[src/design/assert_macros.svh]
// Assertion helpers for the compensation core.
`ifndef ASSERT_MACROS_SVH
`define ASSERT_MACROS_SVH
// Concurrent assertion on the rising clock edge, off while reset is low.
`define ASSERT_CLK(label, prop) \
  label: assert property (@(posedge clk_i) disable iff (!rst_ni) (prop)) \
    else $error("assertion failed");
// Same check, but also evaluated while reset is held.
`define ASSERT_ALWAYS(label, prop) \
  label: assert property (@(posedge clk_i) (prop)) else $error("assertion failed");
`endif

[src/design/ptc_pkg.sv]
`default_nettype none
package ptc_pkg;
  localparam int unsigned StageCount = 44;
  localparam int unsigned DivBits = 32;

  localparam logic [1:0] CfgTemp = 2'd0;
  localparam logic [1:0] CfgPressLow = 2'd1;
  localparam logic [1:0] CfgPressHigh = 2'd2;
  localparam logic [1:0] CfgPressNine = 2'd3;

  typedef struct packed {
    logic [19:0] raw_temperature;
    logic [19:0] raw_pressure;
  } in_item_t;

  typedef struct packed {
    logic signed [31:0] temperature_centi;
    logic [31:0] pressure_pa;
    logic pressure_invalid;
  } out_item_t;

  // Everything one item carries while it moves down the chain of cells.
  typedef struct packed {
    logic [31:0] x0;
    logic [31:0] x1;
    logic [31:0] x2;
    logic [31:0] x3;
    logic [31:0] temp;
    logic [19:0] up;
    logic [31:0] rem;
    logic [31:0] quo;
    logic [31:0] dvs;
    logic hi;
    logic inv;
  } work_t;

  typedef struct packed {
    logic [15:0] t1;
    logic [15:0] t2;
    logic [15:0] t3;
    logic [15:0] p1;
    logic [15:0] p2;
    logic [15:0] p3;
    logic [15:0] p4;
    logic [15:0] p5;
    logic [15:0] p6;
    logic [15:0] p7;
    logic [15:0] p8;
    logic [15:0] p9;
  } coeff_t;

  function automatic logic [31:0] sx16(input logic [15:0] v);
    return {{16{v[15]}}, v};
  endfunction

  function automatic logic [31:0] asr(input logic [31:0] x, input int unsigned n);
    return 32'($signed(x) >>> n);
  endfunction
endpackage
`default_nettype wire

[src/design/ptc_div_cell.sv]
`default_nettype none
// Restoring division cell: one quotient bit per cell.
module ptc_div_cell (
  input  wire             clk_i,
  input  wire             rst_ni,
  input  wire             en_i,
  input  wire             vld_i,
  input  ptc_pkg::work_t  w_i,
  output logic            vld_o,
  output ptc_pkg::work_t  w_o
);
  import ptc_pkg::*;
  work_t w_d;
  logic [32:0] trial;
  logic [32:0] shifted;

  always_comb begin
    w_d = w_i;
    shifted = {w_i.rem, w_i.quo[31]};
    trial = shifted - {1'b0, w_i.dvs};
    w_d.quo = {w_i.quo[30:0], ~trial[32]};
    w_d.rem = trial[32] ? shifted[31:0] : trial[31:0];
  end

  always_ff @(posedge clk_i or negedge rst_ni) begin
    if (!rst_ni) begin
      vld_o <= 1'b0;
    end else if (en_i) begin
      vld_o <= vld_i;
    end
  end

  always_ff @(posedge clk_i) begin
    if (en_i) begin
      w_o <= w_d;
    end
  end
endmodule
`default_nettype wire

[config.mk]
export PLATFORM = sky130hd
export DESIGN_NAME = ptc_div_cell
export DESIGN_NICKNAME = d
export VERILOG_FILES = /design/src/design/assert_macros.svh /design/src/design/ptc_pkg.sv /design/src/design/ptc_div_cell.sv
export SDC_FILE = /design/constraint.sdc
export NUM_CORES = 1
export LEC_CHECK = 0
export ABC_AREA = 1
export ABC_CLOCK_PERIOD_IN_PS = 900
export BUFFER_PORTS_ARGS = -buffer_cell sky130_fd_sc_hd__buf_2
export CAP_MARGIN = 20
export CORE_ASPECT_RATIO = 0.6
export CORE_MARGIN = 2
export CORE_UTILIZATION = 30
export CTS_BUF_LIST = sky130_fd_sc_hd__clkbuf_2 sky130_fd_sc_hd__clkbuf_4 sky130_fd_sc_hd__clkbuf_8
export DETAILED_ROUTE_END_ITERATION = 7
export PLACE_DENSITY_LB_ADDON = 0.1
export REMOVE_ABC_BUFFERS = 1
export SLEW_MARGIN = 15
export SYNTH_ARGS = -nofsm -noshare
export SYNTH_HDL_FRONTEND = slang
export SYNTH_SLANG_ARGS = --single-unit
[constraint.sdc]
create_clock -name clk_i -period 0.9 [get_ports clk_i]
set_input_delay 0.09 -clock clk_i [delete_from_list [all_inputs] [get_ports clk_i]]
set_output_delay 0.09 -clock clk_i [all_outputs]
set_load 0.05 [all_outputs]
==> summary.md, run 1 <==
| Metric | Value |
|---|---|
| Clk_lat worst skew | `just under 0.6 ns` |
| Total power | `between 30 and 40 mW` |
| Highest Signal Layer | `met5` |
| Total iterations of the first detailed-routing run | `5` |
| Area leader, netlist | `edfxtp_1` |
| Seq pwr share | `41.2%` |
| R2R Setup Slk | `-0.02 ns` |
| Fmax | `704 MHz` |
| Syn Inst Count | `960` |
| Status | `finished, violations left` |
| # H-tree levels | `2` |
| Combinational share of power | `32.4%` |
| Max-cap violation count | `0` |
| Filler instances | `a little over 3000` |
| Clock root buffer | `clkbuf_8` |
| Fin nets | `2336` |
| Final setup vio count | `313` |
| Cell internal pwr | `26.0 mW` |
| Met2 routed WL | `22.7 mm` |
| Clock slew at reported path FFs | `0.06 ns` |
| Crit Path Max Fanout | `8` |
| Port buffer count | `560` |
| Top delay family on crit path | `simple AND/OR/NAND/NOR gates` |
| CTS tree | `built` |
| # rows | `55` |
| Top post-synthesis cells by area | `edfxtp_1, nand2_1, inv_1` |
| Crit path max-delay cell type | `fa_2` |
| Tot GR Track Use | `22.3%` |
| Met1 WL | `approximately 20 mm` |
| Leak Pwr | `about 10 nW` |
| Total negative slack | `-109.12 ns` |
| Worst EP required | `1.24 ns` |
| Core ar. | `roughly 0.038 sq mm` |
| RSZ-0062 raised after global routing | `true` |
| CTS Sinks | `279` |
| Clk_skew | `0 ns` |
| Worst-Margin Slew | `0.478 ns` |
| Vias post-DR | `11000` |
| CP Capture Type | `flip-flop` |
| Synth Cell Area | `0.0116 sq mm` |
| Seq/Total Area, Yosys | `71.9%` |
| Drt total wl | `roughly 47 mm` |
| Synth top area share | `between 70% and 80%` |
| Sw Share | `34.0%` |
| Seq cells post-synth | `279` |
| Slew margin rel. | `68.2%` |
| DR WL/cell | `18.3 um` |
| Die area | `about 0.040 sq mm` |
| Initial core utilization | `30.7%` |
| Tcrit/Tclk final | `158%` |
| Chip Width | `around 260 um` |
| Vias/cell | `4.26` |
| PD cells | `1730 mW/mm^2` |
| First-pass GRT wire length | `66.8 mm` |
| Sw power | `13.4 mW` |
| WP buf/inv | `3` |
| Synth Flop Type | `edfxtp_1` |
| Vias in the first global route | `11300` |
| Pin count of the biggest net entering global routing | `between 40 and 50` |
| DRC | `0` |
| Worst hold path type | `input pin to flip-flop` |
| Failing checks | `setup timing` |
| Clk network pwr share | `26.3%` |
| Synth Warn # | `0` |
| Arrival time worst endpoint | `1.76 ns` |
| Most used cell along the critical path | `nand2_2` |
| CTS Buf Count | `44` |
| Worst vdd ir | `~1100 uV` |
| Post-synth top cells | `nand2_1, edfxtp_1, inv_1` |
| GP Congestion | `0.884` |
| I/O pin count | `561` |
| DRT antenna net count | `0` |
| Die Ht | `157 um` |
| CTS max path bufs | `3` |
| Max incr delay on CP | `between 0.3 and 0.4 ns` |
| Antenna violations before repair | `5` |
| Critical path startpoint category | `input pin` |
| CP Cell Sequence | `buf_8, ha_4, fa_2, inv_2, nand2_2, nand2_2, nand3_2, nand2_2, nand2_2, nand2_2, nand2_4, nand3_4, buf_12, nand2_8, nand2_2, nand2_1` |
| Most common cell in the netlist | `nand2_1` |
| Final Hold Viols | `0` |
| Synthesis-to-finish area growth | `95.0%` |
| Crit path kind | `input pin to flip-flop` |
| Global route total overflow | `0` |
| Proportion of layout cells with a drive suffix above 1 | `between 40% and 50%` |
| Async SR Flop Fraction | `0.358%` |
| Crit path setup slack, layout | `-0.520 ns` |
| Fin crit period | `1.42 ns` |
| Cell variety after synth | `32` |
| Max-slew violations | `0` |
| Met3 wire len | `3.66 mm` |
| Mapped Avg Cell Area | `12.1 sq um` |
| EDFF count, synth | `278` |
| Placed wire-length estimate | `34.1 mm` |
| DRT iter0 DRCs | `740` |
[cells in the final DEF, fill, tap and decap left out, types with 17 or more instances in the layout]
cell type,n
inv_1,141
buf_4,153
nand3_1,25
clkinv_1,17
buf_6,277
nor2_1,29
edfxtp_1,278
dlygate4sd3_1,282
clkbuf_8,44
nand2_2,59
ha_4,26
nand2_1,272
buf_2,278
buf_12,23
[flip-flops by register name, summed over array words and instances (netlist names)]
register and count:
w_o 278, vld_o 1
[worst reg2reg max path, stage by stage (launching register included)]
cell	delay, ns
dfrtp_1	0.42
buf_6	0.13
mux2_4	0.26
[layout make-up]
| type | instances | area (sq um) | area share [%] |
|---|---|---|---|
| inverter | 157 | 592 | 2.61 |
| tap | 513 | 642 | 2.83 |
| clock buffer | 55 | 688 | 3.03 |
| timing repair buffer | 1017 | 9000 | 39.6 |
| antenna | 3 | 7.51 | 0.0330 |
| sequential | 279 | 8370 | 36.9 |
| clock inverter | 24 | 121 | 0.534 |
| multi-input combinational | 522 | 3290 | 14.5 |
[path summary, 6_finish.rpt]
kind,startpoint,end,cells past startpoint
max in group asynchronous,rst_ni,vld_o,3
hold / removal,w_i[70],w_o[71],5
setup / recovery,w_i[2],w_o[74],16
min in group asynchronous,rst_ni,vld_o,3
hold reg to reg,vld_o,vld_o,2
setup reg to reg,vld_o,vld_o,2
[stage by stage]
step	std cells	util [%]	instance area [sq um]	hold WS (ns)	setup slack (ns)
3_5_place_dp	2190	43.5	16500	-0.134	-1.35
6_report	2570	59.8	22700	0.106	-0.520
2_1_floorplan	954	-	11600	-0.206	-1.02
5_1_grt	2569	59.8	22700	0.107	-0.582
3_3_place_gp	2190	43.5	16500	-0.135	-1.27
4_1_cts	2562	58.6	22200	-0.220	-0.549
[what timing repair did]
action,4_1_cts,5_1_grt
cloned,4,0
hold buffers,282,1
endpoints found under the hold margin,316,1
buffers inserted,7,4
setup endpoints to repair,312,532
resized for setup,600,85
pin swaps,21,37
[cells by family (layout without fill, tap and decap cells)]
kind of cell,Yosys count,in the layout,synth area share [%]
flops,279,279,71.9
fa+ha+maj,33,33,3.61
compound gates,33,33,1.70
buf+inv,163,1253,5.75
simple gates,436,440,15.8
other cells,0,3,0
xor+xnor,15,15,1.13
mux,1,1,0.0967
[routing by layer]
layer / track usage (%) / vias to the layer above
li1: - / 5312
met1: 28.6 / 5190
met2: 36.7 / 375
met3: 6.48 / 75
met4: 6.61 / 4
met5: 0 / -
[power groups by stage]
stage          clock network, mW  logic [mW]  registers (mW)
2_1_floorplan                  0        1.76            20.2
6_report                    10.4        12.8            16.2
3_5_place_dp                   0        9.74            16.2
4_1_cts                     10.7        12.4            16.2
5_1_grt                     11.3        13.4            16.3
3_3_place_gp                   0        9.70            16.2
No activity file was read; power rests on OpenSTA's default activity.
==> inputs of run 2 (changes only) <==
--- a/config.mk
+++ b/config.mk
@@ -7,8 +7,10 @@
 export LEC_CHECK = 0
 export ABC_AREA = 1
 export ABC_CLOCK_PERIOD_IN_PS = 900
-export BUFFER_PORTS_ARGS = -buffer_cell sky130_fd_sc_hd__buf_2
+export BUFFER_PORTS_ARGS = -buffer_cell sky130_fd_sc_hd__buf_4
 export CAP_MARGIN = 20
+export CELL_PAD_IN_SITES_DETAIL_PLACEMENT = 1
+export CELL_PAD_IN_SITES_GLOBAL_PLACEMENT = 1
 export CORE_ASPECT_RATIO = 0.6
 export CORE_MARGIN = 2
 export CORE_UTILIZATION = 30
==> constraint.sdc (replaced) <==
create_clock -name clk_i -period 0.9 [get_ports clk_i]
set_input_delay 0.045 -clock clk_i [delete_from_list [all_inputs] [get_ports clk_i]]
set_output_delay 0.045 -clock clk_i [all_outputs]
set_load 0.05 [all_outputs]
==> run 2 against run 1 <==
The run still ends with setup timing left. Non-clock buffer count rose by 10. Total power increased by 6.0%. Fmax is 5.4% lower. Clock-buffer cell count is 4 higher. Global-route usage rose by 6.0 points. Design area rose by 4.0%. Clock power increased by 13%. Sequential cell count did not move. First-iteration DRC count fell by 0.81%. Critical path type unchanged. Critical endpoint is now w_o[81].
==> summary.md, run 2 (synthesized netlist as in run 1, its figures left out) <==
| Metric | Value |
|---|---|
| Post-Route Utilization | `62.2% (+2.4 points)` |
| CTS Sinks | `279 (unchanged)` |
| Final Hold Viols | `0 (unchanged)` |
| Port buffer count | `560 (unchanged)` |
| Tcrit/Tclk final | `167% (+9.1 points)` |
| I/O pin count | `561 (unchanged)` |
| Die area | `0.0405 sq mm (unchanged)` |
| Sw power | `14.5 mW (+8.6%)` |
| Drt total wl | `60.9 mm (+29%)` |
| Crit path max-delay cell type | `ha_4` |
| CP Capture Type | `flip-flop` |
| # H-tree levels | `2 (unchanged)` |
| Critical path startpoint category | `input pin` |
| # rows | `55 (unchanged)` |
| Crit Path Max Fanout | `6 (-2)` |
| Sw Share | `34.8% (+0.83 points)` |
| Worst hold path type | `input pin to flip-flop` |
| Biggest register | `w_o` |
| Antenna violations before repair | `5 (unchanged)` |
| Worst-Margin Slew | `0.322 ns (-0.156 ns)` |
| Combinational share of power | `32.9% (+0.5 points)` |
| DRC | `0 (unchanged)` |
| Proportion of layout cells with a drive suffix above 1 | `48.8% (+2.6 points)` |
| GP Congestion | `0.851 (-3.7%)` |
| Reg2Reg Depth | `1 (-1)` |
| Final setup vio count | `335 (+7.0%)` |
| Cell internal pwr | `27.2 mW (+4.7%)` |
| Worst EP required | `1.22 ns (-0.02 ns)` |
| Final instance area | `0.0236 sq mm (+4.0%)` |
| Most frequent cells in the layout | `buf_4, buf_6, dlygate4sd3_1, edfxtp_1, nand2_1` |
| WHS | `0.0699 ns (-0.0366 ns)` |
| Vias in the first global route | `12700 (+12%)` |
| Clk network pwr share | `27.9% (+1.6 points)` |
| Max-cap violation count | `0 (unchanged)` |
| Clock root buffer | `clkbuf_8` |
| RSZ-0062 raised after global routing | `true` |
| Hold endpoint | `w_o[67]` |
| Initial core utilization | `30.7% (unchanged)` |
| Regs by FF count | `w_o (278), vld_o (1)` |
| Total power | `41.7 mW (+6.0%)` |
| DRT iter0 DRCs | `734 (-0.81%)` |
| Clk_lat worst skew | `0.58 ns (about the same)` |
| Crit path kind | `input pin to flip-flop` |
| Status | `finished, violations left` |
| CTS Buf Count | `44 (unchanged)` |
| Pin count of the biggest net entering global routing | `43 (-2.3%)` |
| Chip Width | `258 um (unchanged)` |
| Reg2Reg Launch Point | `vld_o` |
| Area after DPL | `0.0178 sq mm (+7.9%)` |
| Clk_skew | `0 ns (unchanged)` |
| Register area | `0.00837 sq mm (unchanged)` |
| Clock slew at reported path FFs | `0.06 ns (about the same)` |
| Multi-input gate area | `0.00343 sq mm (+4.2%)` |
| Leak Pwr | `10.8 nW (+3.3%)` |
| CP Cell Sequence | `buf_4, inv_1, ha_4, nand2_2, inv_2, nand2_1, nand2_2, a21oi_2, nand2_2, nand2_4, nand2_4, nand2_4, nand2_8, buf_12, nand2_2, nand2_2` |
| DR WL/cell | `23.6 um (+29%)` |
| Hold Crit Depth | `5 (unchanged)` |
| Fmax | `666 MHz (-5.4%)` |
| Arrival time worst endpoint | `1.82 ns (+0.06 ns)` |
| Vias/cell | `4.51 (+5.9%)` |
| Most used cell along the critical path | `nand2_2` |
| Total iterations of the first detailed-routing run | `5 (unchanged)` |
| Most common cell after layout, fill and taps aside | `buf_4` |
| Fin crit period | `1.50 ns (+0.0818 ns)` |
| Number of flip-flops under the largest register name | `278 (unchanged)` |
| Core ar. | `0.0380 sq mm (unchanged)` |
| CTS tree | `built` |
| Seq pwr share | `39.2% (-2.0 points)` |
| Hold Startpoint | `w_i[3]` |
| Slew margin rel. | `78.5% (+10 points)` |
| Fin nets | `2346 (+0.43%)` |
| Reg2reg end | `vld_o` |
| Placed wire-length estimate | `37.9 mm (+11%)` |
| Max incr delay on CP | `0.22 ns (-0.13 ns)` |
| R2R Setup Slk | `0.11 ns (+0.13 ns)` |
| First-pass GRT wire length | `83.1 mm (+24%)` |
| Die Ht | `157 um (unchanged)` |
| Max-slew violations | `0 (unchanged)` |
| Total negative slack | `-101.50 ns (+7.62 ns)` |
| Worst vdd ir | `1330 uV (+19%)` |
| CTS max path bufs | `3 (unchanged)` |
| Vias post-DR | `11600 (+6.1%)` |
| Failing checks | `setup timing` |
| PD cells | `1770 mW/mm^2 (+2.0%)` |
| Tot GR Track Use | `28.3% (+6.0 points)` |
| CP startpoint | `w_i[17]` |
| Filler instances | `3935 (+27%)` |
| Global route total overflow | `0 (unchanged)` |
| DRT antenna net count | `0 (unchanged)` |
| Synthesis-to-finish area growth | `103%` |
| Crit path setup slack, layout | `-0.602 ns (-0.0818 ns)` |
[run 2: cell count changes in the layout (fill, tap and decap cells not counted), moves of 4 or more]
cell      change
buf_12       -11
clkinv_1     -11
buf_2       -278
buf_4       +292
nand2_4      +11
clkbuf_8      +4
ha_4          -4
a21oi_2       -4
inv_1         -4
nand2_2      +28
nand2_1      -39
buf_6         +6
[run 2: power groups by stage]
stage	Combinational (mW)	Clock (mW)	Sequential (mW)
after CTS	12.8	11.5	16.2
after global placement	10.6	0	16.2
after global routing	14.3	12.4	16.4
after floorplan	1.76	0	20.2
after detailed placement	10.7	0	16.3
final	13.7	11.7	16.3
[run 2: worst max-delay path, delay by kind of cell]
family	cells	cell delay (ns)
buffers and inverters	4	0.45
AND/OR/NAND/NOR	10	0.95
adder cells (fa/ha/maj)	1	0.22
AO/OA/AOI/OAI	1	0.14
[run 2: worst max-delay path by stage]
stage / cells after the start / to
2_1_floorplan: 15 / w_o[68]
3_3_place_gp: 15 / w_o[82]
3_5_place_dp: 15 / w_o[79]
4_1_cts: 17 / w_o[88]
5_1_grt: 16 / w_o[81]
6_report: 16 / w_o[81]
[run 2: area by class of cell]
type / instances / share of cell area [%]
Antenna cell: 6 / 0.0636
Clock buffer: 59 / 3.15
Clock inverter: 12 / 0.493
Sequential cell: 279 / 35.5
Timing Repair Buffer: 1027 / 41.1
Inverter: 157 / 2.53
Multi-Input combinational cell: 522 / 14.5
Tap cell: 513 / 2.72
[run 2: stage by stage]
step | worst slack [ns] | std cells
floorplan | -0.978 | 954
global placement | -1.24 | 2197
detailed placement | -1.29 | 2197
CTS | -0.545 | 2560
global route | -0.608 | 2574
finish | -0.602 | 2575
[run 2: metal layers]
metal / wire length, um / track usage [%] / share of wire (%) / vias to the layer above
met5: 0 / 0 / 0 / -
met4: 1780 / 9.25 / 2.9 / 0
met3: 4540 / 8.58 / 7.5 / 101
met2: 31100 / 49.8 / 51 / 448
met1: 23500 / 33.1 / 39 / 5745
li1: - / - / - / 5327
[run 2: what timing repair did]
item / in CTS / in global routing
gates resized for setup: 328 / 142
endpoints found under the hold margin: 374 / 0
hold buffers: 282 / 0
setup endpoints to repair: 312 / 321
buffers inserted: 6 / 6
pin swaps: 21 / 42
gates cloned: 4 / 3
